## config.mk

```make
export PLATFORM = sky130hd
export DESIGN_NAME = rsa_ram
export DESIGN_NICKNAME = d
export VERILOG_FILES = /design/src/hdl/rsa_ram.sv
export SDC_FILE = /design/constraint.sdc
export NUM_CORES = 1
export LEC_CHECK = 0
export CORE_AREA = 2 2 194 272
export CTS_CLUSTER_SIZE = 10
export DETAILED_ROUTE_END_ITERATION = 7
export DIE_AREA = 0 0 196 274
export DONT_BUFFER_PORTS = 1
export GPL_ROUTABILITY_DRIVEN = 0
export PLACE_DENSITY = 0.6
export RECOVER_POWER = 50
export SLEW_MARGIN = 30
export SYNTH_ARGS = -nofsm -noshare
export SYNTH_HDL_FRONTEND = slang
export SYNTH_SLANG_ARGS = --single-unit
```

## constraint.sdc

```tcl
create_clock -name clock -period 3.42 [get_ports clock]
set_input_delay 0 -clock clock [delete_from_list [all_inputs] [get_ports clock]]
set_output_delay 0 -clock clock [all_outputs]
set_load 0.005 [all_outputs]
```

## src/hdl/rsa_ram.sv

```systemverilog
// Generic single-port-write, single-port-read RAM with registered read data.
`timescale 1ns / 1ps

module rsa_ram #(
   parameter int WIDTH = 8,
   parameter int DEPTH = 64,
   localparam int ADDR_W = (DEPTH > 1) ? $clog2(DEPTH) : 1
) (
   input  logic                      clock,
   input  logic                      wr_en,
   input  logic [ADDR_W-1:0]         wr_addr,
   input  logic [WIDTH-1:0]          wr_data,
   input  logic                      rd_en,
   input  logic [ADDR_W-1:0]         rd_addr,
   output logic [WIDTH-1:0]          rd_data
);

   logic [WIDTH-1:0] mem_ff [DEPTH];
   logic [WIDTH-1:0] rd_data_ff;

   // Write port
   always_ff @(posedge clock) begin
      if (wr_en) begin
         mem_ff[wr_addr] <= wr_data;
      end
   end

   // Registered read port
   always_ff @(posedge clock) begin
      if (rd_en) begin
         rd_data_ff <= mem_ff[rd_addr];
      end
   end

   assign rd_data = rd_data_ff;

endmodule

```

==> results summary <==
For this run, the top clock speed supported by timing is roughly 330 MHz. The summed instance area of the synthesized netlist came out at around 0.020 sq mm. Counting the fill cells in the layout gives 4365. Counting the buffers created by CTS gives 58. STA classifies the critical path endpoint as a flop. The number of instances on the worst hold path is 2.

The initial detailed-routing violation count is between 700 and 800. When the netlist entered floorplanning its net count stood at slightly below 1000. The reported net switching power is approximately 2.6 mW. Summed over all failing endpoints, the final setup total negative slack is 0 ns.

The number of nets in the layout is roughly 1000. TritonCTS built the clock tree. The top fanout value on the critical path came out at 1. The launching instance or port of the critical path is mem_ff[36][5]. The required time at the endpoint of the critical path came out at 3.76 ns. The total routing resource utilization after global routing came out at 0.176. The source of the worst hold timing path is wr_addr[3].

The leakage power is 6.85 nW. The largest buffer count on any clock path came out at 3. The slack of the worst reg-to-reg path is 0.36 ns. The count of max-cap constraint violations is 8. The total half-perimeter wirelength after legalization and detailed placement came out at between 20 and 30 mm. In the routed layout, each cell is associated on average with a via count of ~5.7. Of the total power, the share spent switching nets is 0.200. The internal portion of the total power is roughly 10 mW. The area of the die came out at around 0.054 sq mm. The layout overhead on the synthesized area is 11.7%. The number of levels the H-tree was split into is 2.

The count of mapped cells out of synthesis came out at between 900 and 1000. The global routing usage on met1 came out at 0.215. The relative contribution of sequential cells to total power came out at 0.550. The logic depth of the worst register-to-register path is 6. By startpoint and endpoint, the worst setup path is classified as reg2reg. The count of unresolved DRC violations after routing is 0. The final reports fail on max-capacitance violations, max-slew violations.

The floorplan row count came out at 99. The fraction of the yosys area taken by sequential cells came out at 0.771. The share of synthesized flip-flops with an asynchronous set or reset is 0. The clock drives 520 sinks. The final critical-path share of the clock period came out at 0.895. The largest net degree at the start of global routing is approximately 140. The setup skew after layout came out at 0.0201 ns.

The mean post-synth cell area came out at between 20 and 25 sq um. The worst setup slack before clock tree synthesis is between 1 and 1.5 ns. Setup repair after global routing left no endpoint under its margin. From left edge to right edge, the die measures 196 um.

The global routing stage identified its most utilized layer as met2. The tree is rooted in a sky130_fd_sc_hd__clkbuf_16. Input and output buffers added on the ports amount to 0. The via count of the first global-routing pass is approximately 9900. Headroom to the max-slew limit came out at -1.15. The routing usage on met2 is 0.309. The met3 routing resource usage after global routing came out at 0.0342.

The area of the multi-input gates is 0.00432 sq mm. The warning count from the yosys run is 0. The area inside the core boundary came out at between 0.05 and 0.06 sq mm. The leading register cell type out of synthesis is sky130_fd_sc_hd__edfxtp_1. The fraction of layout cells with a size suffix above 1 came out at 0.209. The routed design could run at a clock period as short as roughly 3 ns.

The global-route wire length before repair came out at a little under 70 mm. The peak supply drop is between 0.0003 and 0.0004 V. The final antenna-violating net count is 0. Before antenna repair, the detailed router went through 5 iterations. The average wire length per cell after detail routing is about 28 um.

For this run the aggregate overflow at the end of global routing stands at 0. The final-report hold violation count is 0. The class of the worst hold path is in2reg. The reg-to-reg startpoint is mem_ff[36][5]. The setup violation total in the final timing report is 0.

The clock transition at the registers of the reported paths came out at around 0.060 ns. The flow ran to the end, but the final reports show violations. The final route contains about 9400 vias. The data arrival time of the worst path is 3.40 ns.

The critical path launch point type is a flop. The y dimension of the die came out at 274 um. The routed wire length came out at about 46 mm.

The combinational share of power came out at 0.040. At the pin with the least slew margin, the transition time is 3.23 ns. The insertion delay to the later sink of the worst-skew pair came out at ~0.6 ns. After layout, the worst setup slack is 0.359 ns. The number of flops mapped to enable cells by yosys came out at 520. The share of power burned in the clock network is 0.410.

The number of antenna violations at the first check in global routing came out at 2. The synthesized design contains 520 register bits. The initial utilization of the core area, before any placement, comes to 0.393. The number of max-slew violations in the final report is ~520.

The count of pins on the block boundary is 31. Synthesis instantiated 39 different standard cells from the library. The area occupied by registers came out at approximately 0.016 sq mm. The final core area utilization is 0.439. Dividing total power by cell area gives a power density of roughly 570 mW/mm^2.
==> cells in the final DEF (no fill, tap or decap), types with 3 or more instances in the layout <==
cell,instances
sky130_fd_sc_hd__o221ai_1,8
sky130_fd_sc_hd__nor2b_1,14
sky130_fd_sc_hd__nor3_1,7
sky130_fd_sc_hd__o2bb2ai_1,3
sky130_fd_sc_hd__mux2i_1,23
sky130_fd_sc_hd__mux2_2,13
sky130_fd_sc_hd__a21oi_1,3
sky130_fd_sc_hd__o22ai_1,8
sky130_fd_sc_hd__mux4_2,126
sky130_fd_sc_hd__a221oi_1,6
sky130_fd_sc_hd__o2111ai_1,3
sky130_fd_sc_hd__nand2b_1,7
sky130_fd_sc_hd__a22oi_1,3
sky130_fd_sc_hd__a211oi_1,4
sky130_fd_sc_hd__clkbuf_16,59
sky130_fd_sc_hd__dlygate4sd3_1,28
sky130_fd_sc_hd__nor2_1,81
sky130_fd_sc_hd__edfxtp_1,520
sky130_fd_sc_hd__nand3_1,13
sky130_fd_sc_hd__nand3b_1,3
sky130_fd_sc_hd__nand2_1,19
sky130_fd_sc_hd__clkbuf_1,11
==> critical path: stages, from the launching register on <==
cell,delay [ns]
sky130_fd_sc_hd__edfxtp_1,0.37
sky130_fd_sc_hd__mux4_2,0.51
sky130_fd_sc_hd__mux4_2,0.47
sky130_fd_sc_hd__o21ai_1,0.18
sky130_fd_sc_hd__dlygate4sd3_1,0.61
sky130_fd_sc_hd__o41ai_1,0.07
sky130_fd_sc_hd__dlygate4sd3_1,0.60
==> synthesized netlist by cell type (8+ instances only) <==
| library cell | instances | area share |
|---|---|---|
| sky130_fd_sc_hd__edfxtp_1 | 520 | 0.77 |
| sky130_fd_sc_hd__mux4_2 | 126 | 0.14 |
| sky130_fd_sc_hd__nor2_1 | 83 | 0.015 |
| sky130_fd_sc_hd__mux2i_1 | 23 | 0.011 |
| sky130_fd_sc_hd__nand2_1 | 19 | 0.0035 |
| sky130_fd_sc_hd__clkbuf_1 | 17 | 0.0032 |
| sky130_fd_sc_hd__nor2b_1 | 14 | 0.0043 |
| sky130_fd_sc_hd__buf_4 | 13 | 0.0048 |
| sky130_fd_sc_hd__mux2_2 | 13 | 0.0072 |
| sky130_fd_sc_hd__nand3_1 | 13 | 0.0032 |
| sky130_fd_sc_hd__buf_2 | 11 | 0.0027 |
| sky130_fd_sc_hd__o221ai_1 | 8 | 0.0035 |
| sky130_fd_sc_hd__o22ai_1 | 8 | 0.0025 |
==> final timing paths <==
kind,end
hold reg to reg,rd_data[2]
setup / recovery,rd_data[5]
setup reg to reg,rd_data[5]
hold / removal,mem_ff[56][4]
==> cell type report <==
| class | count | area share |
|---|---|---|
| well taps | 656 | 0.0363 |
| clock buffers | 61 | 0.0656 |
| multi-input cells | 369 | 0.191 |
| diodes | 2 | 0.000221 |
| flip-flops and latches | 520 | 0.691 |
| repair buffers | 39 | 0.0146 |
| clock inverters | 3 | 0.00166 |
==> what timing repair did <==
action,4_1_cts,5_1_grt
endpoints found under the hold margin,592,0
gates resized for setup,0,0
endpoints found under the setup margin,0,0
setup buffers,0,0
hold buffers,36,0
==> sequential cells by signal (all words and copies together), names as in the netlist <==
signal / count
rd_data: 8
mem_ff: 512
==> kinds of logic after synthesis <==
kind of cell    Yosys count  synth area share
buf+inv                  51            0.0156
simple gates            153            0.0337
flops                   520             0.771
mux                     162             0.159
compound gates           54            0.0206
==> metrics by stage <==
stage / instance area [sq um] / total power [mW] / instances / hold slack, ns
after global routing: 22600 / 13.3 / 1649 / 0.0114
after CTS: 22800 / 13.0 / 1648 / 0.00133
final: 22600 / 12.9 / 1650 / 0.0322
after global placement: 20800 / 7.59 / 1548 / 0.105
after detailed placement: 20800 / 7.59 / 1548 / 0.103
after floorplan: 20200 / 7.59 / 940 / 0.0989
==> layer usage <==
layer  vias to the layer above  routed length (um)
met1                      4981               17600
met2                       330               24100
li1                       3992                   -
met5                         -                   7
met3                        87                2930
met4                         2                1790
==> power by group through the flow <==
| stage | clock network, mW | registers, mW | logic [mW] |
|---|---|---|---|
| 6_report | 5.31 | 7.11 | 0.518 |
| 2_1_floorplan | 0 | 7.21 | 0.376 |
| 5_1_grt | 5.65 | 7.11 | 0.551 |
| 4_1_cts | 5.39 | 7.09 | 0.553 |
| 3_3_place_gp | 0 | 7.22 | 0.368 |
| 3_5_place_dp | 0 | 7.22 | 0.370 |
Note: power is estimated with default switching activity, not from simulation.
