### src/hdl/rsa_pkg.sv
// Shared widths, codes and the slot record type of the running statistics accumulator.
`timescale 1ns / 1ps

package rsa_pkg;

   localparam int SLOTS_DEFAULT = 64;

   // Field widths
   localparam int ACTION_W = 2;
   localparam int SLOT_W   = 6;
   localparam int SAMPLE_W = 32;
   localparam int STAMP_W  = 48;
   localparam int COUNT_W  = 32;
   localparam int TOTAL_W  = 64;
   localparam int MEAN_W   = 48;
   localparam int DEV_W    = 64;
   localparam int FRAC_W   = 16;

   // Request payload layout, slot in the low bits
   localparam int REQ_DATA_W   = 88;
   localparam int SAMPLE_LSB   = SLOT_W;
   localparam int STAMP_LSB    = SLOT_W + SAMPLE_W;

   // Serial arithmetic
   localparam int MAG_W       = MEAN_W;
   localparam int PROD_W      = 2 * MAG_W;
   localparam int INC_SHIFT   = 32;
   localparam int DIV_STEPS   = MAG_W;
   localparam int DIV_CNT_W   = $clog2(DIV_STEPS);
   localparam int MUL_DIGITS  = MAG_W / 2;
   localparam int MUL_CNT_W   = $clog2(MUL_DIGITS);
   localparam int MULT_W      = MAG_W + 2;

   // Action codes
   localparam logic [ACTION_W-1:0] ACT_START    = 2'd0;
   localparam logic [ACTION_W-1:0] ACT_ADD      = 2'd1;
   localparam logic [ACTION_W-1:0] ACT_STOP     = 2'd2;
   localparam logic [ACTION_W-1:0] ACT_RESERVED = 2'd3;

   // Status codes
   localparam logic STATUS_OK          = 1'b0;
   localparam logic STATUS_NOT_ENABLED = 1'b1;

   // Saturation limits of the total
   localparam logic [TOTAL_W-1:0] TOTAL_MAX = {1'b0, {(TOTAL_W-1){1'b1}}};
   localparam logic [TOTAL_W-1:0] TOTAL_MIN = {1'b1, {(TOTAL_W-1){1'b0}}};

   // One slot's contents; count sits in the lowest bits, stamp in the highest
   typedef struct packed {
      logic [STAMP_W-1:0]  stamp;
      logic [DEV_W-1:0]    devsum;
      logic [MEAN_W-1:0]   mean;
      logic [TOTAL_W-1:0]  total;
      logic [SAMPLE_W-1:0] max_seen;
      logic [SAMPLE_W-1:0] min_seen;
      logic [COUNT_W-1:0]  count;
   } slot_rec_type;

   localparam int REC_W = $bits(slot_rec_type);

endpackage

### src/hdl/rsa_serial_mul.sv
// Radix-4 shift-and-add multiplier for the deviation increment.
`timescale 1ns / 1ps

module rsa_serial_mul (
   input  logic                       clock,
   input  logic                       reset,
   input  logic                       start,
   input  logic [rsa_pkg::MAG_W-1:0]  mcand,
   input  logic [rsa_pkg::MAG_W-1:0]  mplier,
   output logic                       done,
   output logic [rsa_pkg::PROD_W-1:0] product
);

   logic                          busy_ff, busy_in;
   logic                          done_ff, done_in;
   logic [rsa_pkg::MUL_CNT_W-1:0] cnt_ff, cnt_in;
   logic [rsa_pkg::MAG_W-1:0]     a_ff, a_in;
   logic [rsa_pkg::MULT_W-1:0]    a3_ff, a3_in;
   logic [rsa_pkg::PROD_W-1:0]    prod_ff, prod_in;

   logic [rsa_pkg::MULT_W-1:0]    multiple;
   logic [rsa_pkg::MULT_W-1:0]    sum;

   // Multiple of the multiplicand picked by the lowest multiplier digit
   always_comb begin
      case (prod_ff[1:0])
         2'd0:    multiple = '0;
         2'd1:    multiple = {2'b00, a_ff};
         2'd2:    multiple = {1'b0, a_ff, 1'b0};
         default: multiple = a3_ff;
      endcase
   end

   assign sum = {2'b00, prod_ff[rsa_pkg::PROD_W-1:rsa_pkg::MAG_W]} + multiple;

   always_comb begin
      busy_in = busy_ff;
      done_in = 1'b0;
      cnt_in  = cnt_ff;
      a_in    = a_ff;
      a3_in   = a3_ff;
      prod_in = prod_ff;
      if (start) begin
         busy_in = 1'b1;
         cnt_in  = rsa_pkg::MUL_CNT_W'(rsa_pkg::MUL_DIGITS - 1);
         a_in    = mcand;
         a3_in   = {2'b00, mcand} + {1'b0, mcand, 1'b0};
         prod_in = {{rsa_pkg::MAG_W{1'b0}}, mplier};
      end else if (busy_ff) begin
         // upper half accumulates, whole word shifts down one digit
         prod_in = {sum, prod_ff[rsa_pkg::MAG_W-1:2]};
         if (cnt_ff == '0) begin
            busy_in = 1'b0;
            done_in = 1'b1;
         end else begin
            cnt_in = cnt_ff - 1'b1;
         end
      end
   end

   always_ff @(posedge clock) begin
      if (reset) begin
         busy_ff <= 1'b0;
         done_ff <= 1'b0;
      end else begin
         busy_ff <= busy_in;
         done_ff <= done_in;
      end
      cnt_ff  <= cnt_in;
      a_ff    <= a_in;
      a3_ff   <= a3_in;
      prod_ff <= prod_in;
   end

   assign done    = done_ff;
   assign product = prod_ff;

endmodule

### config.mk
export PLATFORM = sky130hd
export DESIGN_NAME = rsa_serial_mul
export DESIGN_NICKNAME = d
export VERILOG_FILES = /design/src/hdl/rsa_pkg.sv /design/src/hdl/rsa_serial_mul.sv
export SDC_FILE = /design/constraint.sdc
export NUM_CORES = 1
export LEC_CHECK = 0
export BUFFER_PORTS_ARGS = -buffer_cell sky130_fd_sc_hd__buf_2
export CAP_MARGIN = 20
export CORE_MARGIN = 2
export CORE_UTILIZATION = 46
export DETAILED_ROUTE_END_ITERATION = 16
export PLACE_DENSITY = 0.66
export SETUP_SLACK_MARGIN = 0.02
export SLEW_MARGIN = 20
export SYNTH_ARGS = -nofsm -noshare
export SYNTH_HDL_FRONTEND = slang
export SYNTH_SLANG_ARGS = --single-unit
### constraint.sdc
create_clock -name clock -period 12.14 [get_ports clock]
set_input_delay 0 -clock clock [delete_from_list [all_inputs] [get_ports clock]]
set_output_delay 0 -clock clock [all_outputs]
set_load 0.02 [all_outputs]
==> impl_metrics.toml <==
[status]
outcome = "complete, no violations"

[finish]
antenna_cells = 0
final_cells = 1979
area_growth_syn_to_layout_pct = 21.4
post_route_cells_drive_above_1_share_pct = 22.7
number_of_nets_at_the_end_of_the_flow = 1786
post-route-util_pct = 56.7

[timing]
layout_setup_ws_ns = 7.81
fin_tns_setup_ns = 0
setup_repair_after_global_routing_missed_its_margin = "false"
clock_skew_ns = 0.0111
finalHoldViolCount = 0
maxSlewViolCount = 0
period_minus_slack_ns = 4.33
slew_headroom_pct = 35.9
worst_slew_pin_slew_ns = 0.960
achievable-frequency_ghz = 0.231
report.final.setup_viol = 0
ratio_of_final_minimum_period_to_clock_period_pct = 35.7

[place]
place_ws_ns = 7.77
place_congestion = 0.891
place.detailed.instances = 1849
portBuffers = 195
dpl.hpwl_um = 26600

[synth]
yosysWarnings = 0
syn_inst = 1322
synth-edff-count = 145
synth-async-reset-ratio_pct = 0
postSynthAreaPerCell_sq_um = 10.1
yosys.cell_types.count = 77
mappedNetlistArea_sq_mm = 0.0134
leading_register_cell_type_out_of_synthesis = "edfxtp_1"
syn-num-nets = 1526
postSynthRegisterBits = 200
ys_seq_area_share_pct = 40.7

[worst_setup_path]
highest_cell_delay_on_the_worst_timing_path_ns = 0.52
cp_data_required_time_ns = 12.46
worstSetupEndpointType = "flop"
worst-endpoint-arrival_ns = 4.65
worstReg2RegStart = "product[0]"
worst-path-max-fanout = 51
cp.buffers_inverters = 1
timing.critical_path.max_delay_family = "compound AO/OA/AOI/OAI gates"
critPathSlowestCell = "buf_4"
crit_path_cell_trace = "buf_4 -> mux2_2 -> a22o_1 -> ha_1 -> nand4_1 -> and3b_1 -> o21ai_1 -> a21oi_2 -> a41oi_2 -> o41ai_1 -> mux2_1 -> a221o_1"
criticalPathCategory = "flop to flop"
cp_startpoint_kind = "flop"
critical_path.startpoint = "product[0]"

[clock_tree]
cts_tree = "done"
ctsRootBufferMaster = "clkbuf_16"
cts_inserted_buffers = 17
worst_setup_hold_path_clk_slew_ns = 0.08
post_cts_buffers = 0
htree_levels = 4
tritoncts_num_sinks = 200
ctsResizeCount = 0
clk_path_buf_depth = 2
clkLatencyLatePin_ns = 0.43

[floorplanning]
die_h_um = 175
die_area_sq_mm = 0.0305
pin_count = 196
placeable_core_area_sq_mm = 0.0287
initial_utilization_pct = 46.7
die_x_um = 175
row_count = 62

[drt]
totalWireLength_um = 35700
postRouteAntennaNets = 0
detail_route.iter0.violations = 828
vias = 11100
routed_wire_length_per_instance_um = 18.0
detail_route.first_pass.iterations = 5
post-route-drc-count = 0
vias_per_cell = 5.59

[global_route]
vias_in_the_first_global_route = 10700
grt_remaining_overflow = 0
grt_use_met3_pct = 2.52
antenna_found_initial = 0
first_pass_grt_wire_length_um = 56400
grt.met2_usage_pct = 36.4
grt_max_degree = 77
global_route.usage.total_pct = 23.0
met1_layer_usage_reported_by_global_route_pct = 32.7
globalRoute.busiestLayer = "met2"

[min_path]
hold_path_class = "primary input to flop"
hp-start = "start"

[pwr]
ratio_of_total_power_to_cell_area_mw_per_mm2 = 135
power_leakage_nw = 6.94
ir_worst_vdd_mv = 0.100

[flow_run]
drv.max_cap_violation_count = 0
==> Yosys cell counts, types with 34 or more instances <==
library cell | count | share of area (%)
edfxtp_1 | 145 | 33
nor2_1 | 101 | 2.8
dfxtp_1 | 55 | 8.2
inv_1 | 38 | 1.1
o21ai_0 | 72 | 2.7
mux2_2 | 95 | 8.0
clkbuf_1 | 42 | 1.2
a22o_1 | 49 | 3.2
a21o_1 | 42 | 2.4
a21oi_1 | 110 | 4.1
xor2_1 | 34 | 2.2
nand2_1 | 99 | 2.8
ha_1 | 103 | 9.6
xnor2_1 | 52 | 3.4
==> stage by stage <==
step                      cell area (sq um)  hold slack (ns)  power [W]
final                                 16300          0.00190    0.00220
after global routing                  16300           0.0141    0.00232
after CTS                             16200          0.00784    0.00220
after detailed placement              14700            0.186    0.00161
after global placement                14700            0.182    0.00161
after floorplan                       13400           0.0691    0.00141
==> registers in the layout (all words and copies together), names as in the netlist <==
name,cells
a3_ff,49
busy_ff,1
product,96
cnt_ff,5
done,1
a_ff,48
==> cell families after synthesis <==
logic type                 count (synthesis)  synth area share (%)
muxes                                    114                  9.42
DFF                                      200                  40.7
buffers and inverters                     97                  2.80
adders and majority gates                105                  9.92
AOI/OAI and AO/OA                        403                  20.7
and+or+nand+nor                          317                  10.8
xor gates and xnor gates                  86                  5.62
==> placed cells by master, fill, tap and decap left out, types with 55 or more instances in the layout <==
cell             n
ha_1           103
dfxtp_1         55
mux2_2          95
o21ai_0         72
dlygate4sd3_1   97
nand2_1         99
nor2_1         100
buf_2          194
edfxtp_1       145
a21oi_1        110
==> cell type report <==
cell class | instances | area (sq um)
Clock inverter | 14 | 158
Inverter | 39 | 146
Multi-Input combinational cell | 1025 | 7570
Timing Repair Buffer | 299 | 2020
Tap cell | 384 | 480
Clock buffer | 18 | 429
Sequential cell | 200 | 5460
Fill cell | 2484 | 12400
==> layer usage <==
| metal | vias up | wire length, um |
|---|---|---|
| met5 | - | 0 |
| met4 | 0 | 965 |
| li1 | 5499 | - |
| met1 | 5164 | 17100 |
| met2 | 346 | 15900 |
| met3 | 52 | 1740 |
==> path summary, 6_finish.rpt <==
kind                                    end  slack [ns]  cells after the start
worst max-delay path            product[95]        7.81                     12
worst min-delay path            product[50]       0.002                      2
worst max register to register  product[95]        7.81                     12
worst min register to register  product[93]        0.49                      2
==> power breakdown <==
group	internal (W)	switching, W
Sequential	0.000831	0.0000535
Combinational	0.000312	0.000435
Clock	0.000294	0.000272
Total	0.00144	0.000760
==> repair_timing <==
action	in CTS	in global routing
endpoints found under the hold margin	100	0
setup endpoints to repair	0	0
hold buffers	97	0
(Power assumes the default switching activity.)
