**config.mk**
```make
export PLATFORM = sky130hd
export DESIGN_NAME = rsa_serial_div
export DESIGN_NICKNAME = d
export VERILOG_FILES = /design/src/hdl/rsa_pkg.sv /design/src/hdl/rsa_serial_div.sv
export SDC_FILE = /design/constraint.sdc
export NUM_CORES = 1
export LEC_CHECK = 0
export CAP_MARGIN = 10
export CORE_AREA = 10 10 148 177
export CTS_CLUSTER_SIZE = 20
export DETAILED_ROUTE_END_ITERATION = 10
export DIE_AREA = 0 0 158 187
export DONT_BUFFER_PORTS = 1
export MAX_ROUTING_LAYER = met4
export PLACE_DENSITY = 0.52
export SLEW_MARGIN = 40
export SYNTH_ARGS = -nofsm -noshare
export SYNTH_HDL_FRONTEND = slang
export SYNTH_SLANG_ARGS = --single-unit
```
**constraint.sdc**
```tcl
create_clock -name clock -period 3.5 [get_ports clock]
set_input_delay 0.875 -clock clock [delete_from_list [all_inputs] [get_ports clock]]
set_output_delay 0.875 -clock clock [all_outputs]
set_load 0.005 [all_outputs]
```
**src/hdl/rsa_pkg.sv**
```systemverilog
// Shared widths, codes and the slot record type of the running statistics accumulator.
`timescale 1ns / 1ps

package rsa_pkg;

   localparam int SLOTS_DEFAULT = 64;

   // Field widths
   localparam int ACTION_W = 2;
   localparam int SLOT_W   = 6;
   localparam int SAMPLE_W = 32;
   localparam int STAMP_W  = 48;
   localparam int COUNT_W  = 32;
   localparam int TOTAL_W  = 64;
   localparam int MEAN_W   = 48;
   localparam int DEV_W    = 64;
   localparam int FRAC_W   = 16;

   // Request payload layout, slot in the low bits
   localparam int REQ_DATA_W   = 88;
   localparam int SAMPLE_LSB   = SLOT_W;
   localparam int STAMP_LSB    = SLOT_W + SAMPLE_W;

   // Serial arithmetic
   localparam int MAG_W       = MEAN_W;
   localparam int PROD_W      = 2 * MAG_W;
   localparam int INC_SHIFT   = 32;
   localparam int DIV_STEPS   = MAG_W;
   localparam int DIV_CNT_W   = $clog2(DIV_STEPS);
   localparam int MUL_DIGITS  = MAG_W / 2;
   localparam int MUL_CNT_W   = $clog2(MUL_DIGITS);
   localparam int MULT_W      = MAG_W + 2;

   // Action codes
   localparam logic [ACTION_W-1:0] ACT_START    = 2'd0;
   localparam logic [ACTION_W-1:0] ACT_ADD      = 2'd1;
   localparam logic [ACTION_W-1:0] ACT_STOP     = 2'd2;
   localparam logic [ACTION_W-1:0] ACT_RESERVED = 2'd3;

   // Status codes
   localparam logic STATUS_OK          = 1'b0;
   localparam logic STATUS_NOT_ENABLED = 1'b1;

   // Saturation limits of the total
   localparam logic [TOTAL_W-1:0] TOTAL_MAX = {1'b0, {(TOTAL_W-1){1'b1}}};
   localparam logic [TOTAL_W-1:0] TOTAL_MIN = {1'b1, {(TOTAL_W-1){1'b0}}};

   // One slot's contents; count sits in the lowest bits, stamp in the highest
   typedef struct packed {
      logic [STAMP_W-1:0]  stamp;
      logic [DEV_W-1:0]    devsum;
      logic [MEAN_W-1:0]   mean;
      logic [TOTAL_W-1:0]  total;
      logic [SAMPLE_W-1:0] max_seen;
      logic [SAMPLE_W-1:0] min_seen;
      logic [COUNT_W-1:0]  count;
   } slot_rec_type;

   localparam int REC_W = $bits(slot_rec_type);

endpackage

```
**src/hdl/rsa_serial_div.sv**
```systemverilog
// Radix-2 restoring divider: magnitude of the mean step divided by the sample count.
`timescale 1ns / 1ps

module rsa_serial_div (
   input  logic                        clock,
   input  logic                        reset,
   input  logic                        start,
   input  logic [rsa_pkg::MAG_W-1:0]   dividend,
   input  logic [rsa_pkg::COUNT_W-1:0] divisor,
   output logic                        done,
   output logic [rsa_pkg::MAG_W-1:0]   quotient
);

   logic                          busy_ff, busy_in;
   logic                          done_ff, done_in;
   logic [rsa_pkg::DIV_CNT_W-1:0] cnt_ff, cnt_in;
   logic [rsa_pkg::COUNT_W-1:0]   rem_ff, rem_in;
   logic [rsa_pkg::COUNT_W-1:0]   dvs_ff, dvs_in;
   logic [rsa_pkg::MAG_W-1:0]     quo_ff, quo_in;

   logic [rsa_pkg::COUNT_W:0]     trial;
   logic [rsa_pkg::COUNT_W:0]     diff;
   logic                          fits;

   // One quotient bit per cycle: shift in the next dividend bit, try to subtract
   assign trial = {rem_ff, quo_ff[rsa_pkg::MAG_W-1]};
   assign diff  = trial - {1'b0, dvs_ff};
   assign fits  = ~diff[rsa_pkg::COUNT_W];

   always_comb begin
      busy_in = busy_ff;
      done_in = 1'b0;
      cnt_in  = cnt_ff;
      rem_in  = rem_ff;
      dvs_in  = dvs_ff;
      quo_in  = quo_ff;
      if (start) begin
         busy_in = 1'b1;
         cnt_in  = rsa_pkg::DIV_CNT_W'(rsa_pkg::DIV_STEPS - 1);
         rem_in  = '0;
         dvs_in  = divisor;
         quo_in  = dividend;
      end else if (busy_ff) begin
         rem_in = fits ? diff[rsa_pkg::COUNT_W-1:0] : trial[rsa_pkg::COUNT_W-1:0];
         quo_in = {quo_ff[rsa_pkg::MAG_W-2:0], fits};
         if (cnt_ff == '0) begin
            busy_in = 1'b0;
            done_in = 1'b1;
         end else begin
            cnt_in = cnt_ff - 1'b1;
         end
      end
   end

   always_ff @(posedge clock) begin
      if (reset) begin
         busy_ff <= 1'b0;
         done_ff <= 1'b0;
      end else begin
         busy_ff <= busy_in;
         done_ff <= done_in;
      end
      cnt_ff <= cnt_in;
      rem_ff <= rem_in;
      dvs_ff <= dvs_in;
      quo_ff <= quo_in;
   end

   assign done     = done_ff;
   assign quotient = quo_ff;

endmodule

```
==> impl_metrics.csv <==
group,metric,value,unit
clock_network,clock_sinks,120,
drt,routed_via_density,5.20,
synthesis,synthFlopType,"edfxtp_1",
synthesis,synthCells,627,
global_route,busiest_layer,"met2",
drt,drt_wl_total,16900,µm
synthesis,synthAdderAreaFrac,0.0666,
drt,first_pass_iters,4,
floorplan,die_area,29500,µm²
finish,finish.utilization,0.332,
place,placed_cell_area,6950,µm²
synthesis,yosys.area.top_type,"edfxtp_1",
floorplan,initial_core_util,0.293,
global_route,overflow,0,
clock_network,clockBufferDepth,2,
place,placement.io_buffers,0,
critical_path,cp-start-kind,"flop",
min_path,hold_path_class,"flop to flop",
finish,post-route-cell-area,7590,µm²
drt,drtIter0Drc,192,
floorplan,core_area,22800,µm²
timing,fin_crit,3.21,ns
clock_network,clk_latency,0.43,ns
timing,tightest_slew,0.665,ns
place,hpwlAfterDp,11900,µm
finish,finalNetCount,738,
pwr,leakagePower,2.94,nW
timing,setup_violations,0,
synthesis,synth_seq_area_share,0.479,
global_route,met3_usage,0.0474,
clock_network,cts_tree,"done",
timing,skew,0.0102,ns
run,maxCapViolations,0,
global_route,grt_max_degree,112,
synthesis,synthesis.area_per_instance,10.7,µm²
synthesis,synth_edf_count,80,
global_route,grt_pass1_vias,5200,
clock_network,cts.clk_slew.worst_paths,0.07,ns
critical_path,arrival,3.53,ns
synthesis,synthSimpleGateAreaFrac,0.121,
place,gp_congestion,0.878,
synthesis,async_flop_share,0,
critical_path,critPathMaxFanout,9,
clock_network,h-tree-depth,4,
global_route,use_met1,0.133,
finish,drive_above_1_share,0.161,
synthesis,synth_compound_area_frac,0.156,
global_route,globalRouteMet2Util,0.190,
global_route,antenna_found_initial,1,
drt,vias,4768,
synthesis,synth-seq-cells,120,
timing,rsz0062_at_grt,"false",
finish,area_growth,13.4,%
floorplan,ios,132,
critical_path,path_class,"flop to flop",
finish,multi_input_area,3180,µm²
finish,fillers,2273,
timing,tns,0,ns
clock_network,root_buffer,"clkbuf_16",
drt,ant_nets,0,
synthesis,synthesis.nets,745,
status,run_status,"completed",
synthesis,synth.distinct_cells,61,
drt,wl_per_cell,18.4,µm
finish,seq_area,3200,µm²
synthesis,yosys_warnings,0,
timing,slew_viol_final,0,
critical_path,cp-end-kind,"flop",
timing,maxSlewHeadroom,0.555,
critical_path,required,3.82,ns
pwr,irDropWorstVdd,0.299,mV
floorplan,die_x,158,µm
timing,fin_crit_sh,0.918,
global_route,grt_pass1_wl,27300,µm
synthesis,synthXorXnorAreaFrac,0.0419,
floorplan,std_cell_rows,61,
synthesis,netlist_area,6690,µm²
floorplan,fp.dieH,187,µm
pwr,power_density,592,nW/µm²
synthesis,synth_top_family_by_area,"compound AO/OA/AOI/OAI gates",
synthesis,synthMuxAreaShare,0.0871,
clock_network,cts_buffers,17,
timing,fmax,311,MHz
timing,hold_viol,0,
synthesis,yosysTopAreaCellShare,0.359,
synthesis,synth_area_leaders,"edfxtp_1 (36%), dfxtp_1 (12%), mux2_2 (8.1%)",
drt,drc_errors,0,
global_route,track_usage,0.120,
[metal layers]
layer / share of wire / routed length (µm)
met5: 0 / 0
met2: 0.49 / 8240
met1: 0.43 / 7210
met4: 0.016 / 272
met3: 0.068 / 1150
[sequential cells by signal, indices dropped and copies added (netlist names)]
register,count
cnt_ff,6
rem_ff,32
done,1
busy_ff,1
quotient,48
dvs_ff,32
[placed cells by master, fill, tap and decap left out, types with 4 or more instances in the layout]
master and n:
buf_4 8, a31oi_1 6, nor2b_1 5, a21oi_1 25
nor2_1 39, edfxtp_1 80, nand4_1 12, and3_1 5
a311oi_1 23, ha_1 34, inv_1 41, or3_1 4
xnor2_1 22, dfxtp_1 40, mux2_2 47, clkbuf_16 17
o211ai_1 6, o21ai_1 18, nor3_1 5, o31ai_1 6
nand3_1 32, o21ai_0 14, a21o_1 16, clkinv_8 4
nand2b_1 9, o311ai_0 4, nand2_1 37, inv_8 7
xor2_1 10
[path summary, 6_finish.rpt]
check	depth (start not counted)	startpoint	end	slack (ns)
worst max-delay path	13	quotient[47]	rem_ff[28]	0.29
worst min-delay path	2	rem_ff[15]	rem_ff[15]	0.50
worst max register to register	13	quotient[47]	rem_ff[28]	0.29
worst min register to register	2	rem_ff[15]	rem_ff[15]	0.50
[cell usage after synthesis, types with 3 or more instances]
cell	count
o211ai_1	6
nand2_1	37
a21oi_1	27
nand3_1	32
a211oi_1	3
nor2b_1	5
dfxtp_1	40
and3_1	5
a31oi_1	6
edfxtp_1	80
nand4_1	12
nor3_1	6
nor2_1	39
inv_1	42
a311oi_1	23
o21bai_1	3
buf_6	4
clkbuf_1	25
nand2b_1	9
xor2_1	10
o21ai_0	14
mux2_2	48
buf_1	4
xnor2_1	22
o21ai_1	18
o31ai_1	6
a21o_1	17
ha_1	34
or3_1	4
o311ai_0	4
[power breakdown]
| part | leakage [nW] | total (W) | switching [W] | internal, W |
|---|---|---|---|---|
| logic | 1.52 | 0.000938 | 0.000542 | 0.000396 |
| clock network | 0.297 | 0.00177 | 0.000805 | 0.000968 |
| registers | 1.13 | 0.00178 | 0.000108 | 0.00167 |
| total | 2.94 | 0.00449 | 0.00145 | 0.00304 |
[stage by stage]
| stage | power [W] | worst slack, ns | std cells | hold slack, ns |
|---|---|---|---|---|
| floorplan | 0.00253 | 0.433 | 627 | 0.453 |
| global placement | 0.00272 | 0.189 | 883 | 0.480 |
| detailed placement | 0.00273 | 0.0310 | 883 | 0.488 |
| CTS | 0.00454 | 0.00114 | 915 | 0.494 |
| global route | 0.00475 | 0.00639 | 917 | 0.496 |
| finish | 0.00449 | 0.288 | 917 | 0.500 |
[cell families after synthesis]
logic type,count (synthesis)
AND/OR/NAND/NOR,164
buffers and inverters,77
flip-flops,120
XOR/XNOR,32
multiplexers,51
adder cells (fa/ha/maj),35
AO/OA/AOI/OAI,148
[worst max-delay path: stages, from the launching register on]
cell	delay, ns
edfxtp_1	0.36
inv_1	0.05
ha_1	0.21
fa_1	0.37
nand2b_1	0.20
a21oi_2	0.16
o41a_1	0.24
a31oi_4	0.12
nor3_2	0.20
o21a_2	0.22
mux2i_4	0.35
buf_4	0.24
o21ai_1	0.07
a311oi_1	0.32
[timing repair]
| action | 4_1_cts | 5_1_grt |
|---|---|---|
| endpoints found under the hold margin | 0 | 0 |
| endpoints found under the setup margin | 0 | 31 |
| hold buffers | 0 | 0 |
| buffers inserted | 0 | 1 |
| resized for setup | 0 | 3 |
[cell type report]
class                      instances  share of cell area
sequential                       120               0.422
multi-input combinational        430               0.420
clock buffer                      17              0.0561
tap                              283              0.0467
clock inverter                    15              0.0236
inverter                          42              0.0211
timing repair buffer               9              0.0106
antenna                            1            0.000330
Power figures use the tool's default switching activity.
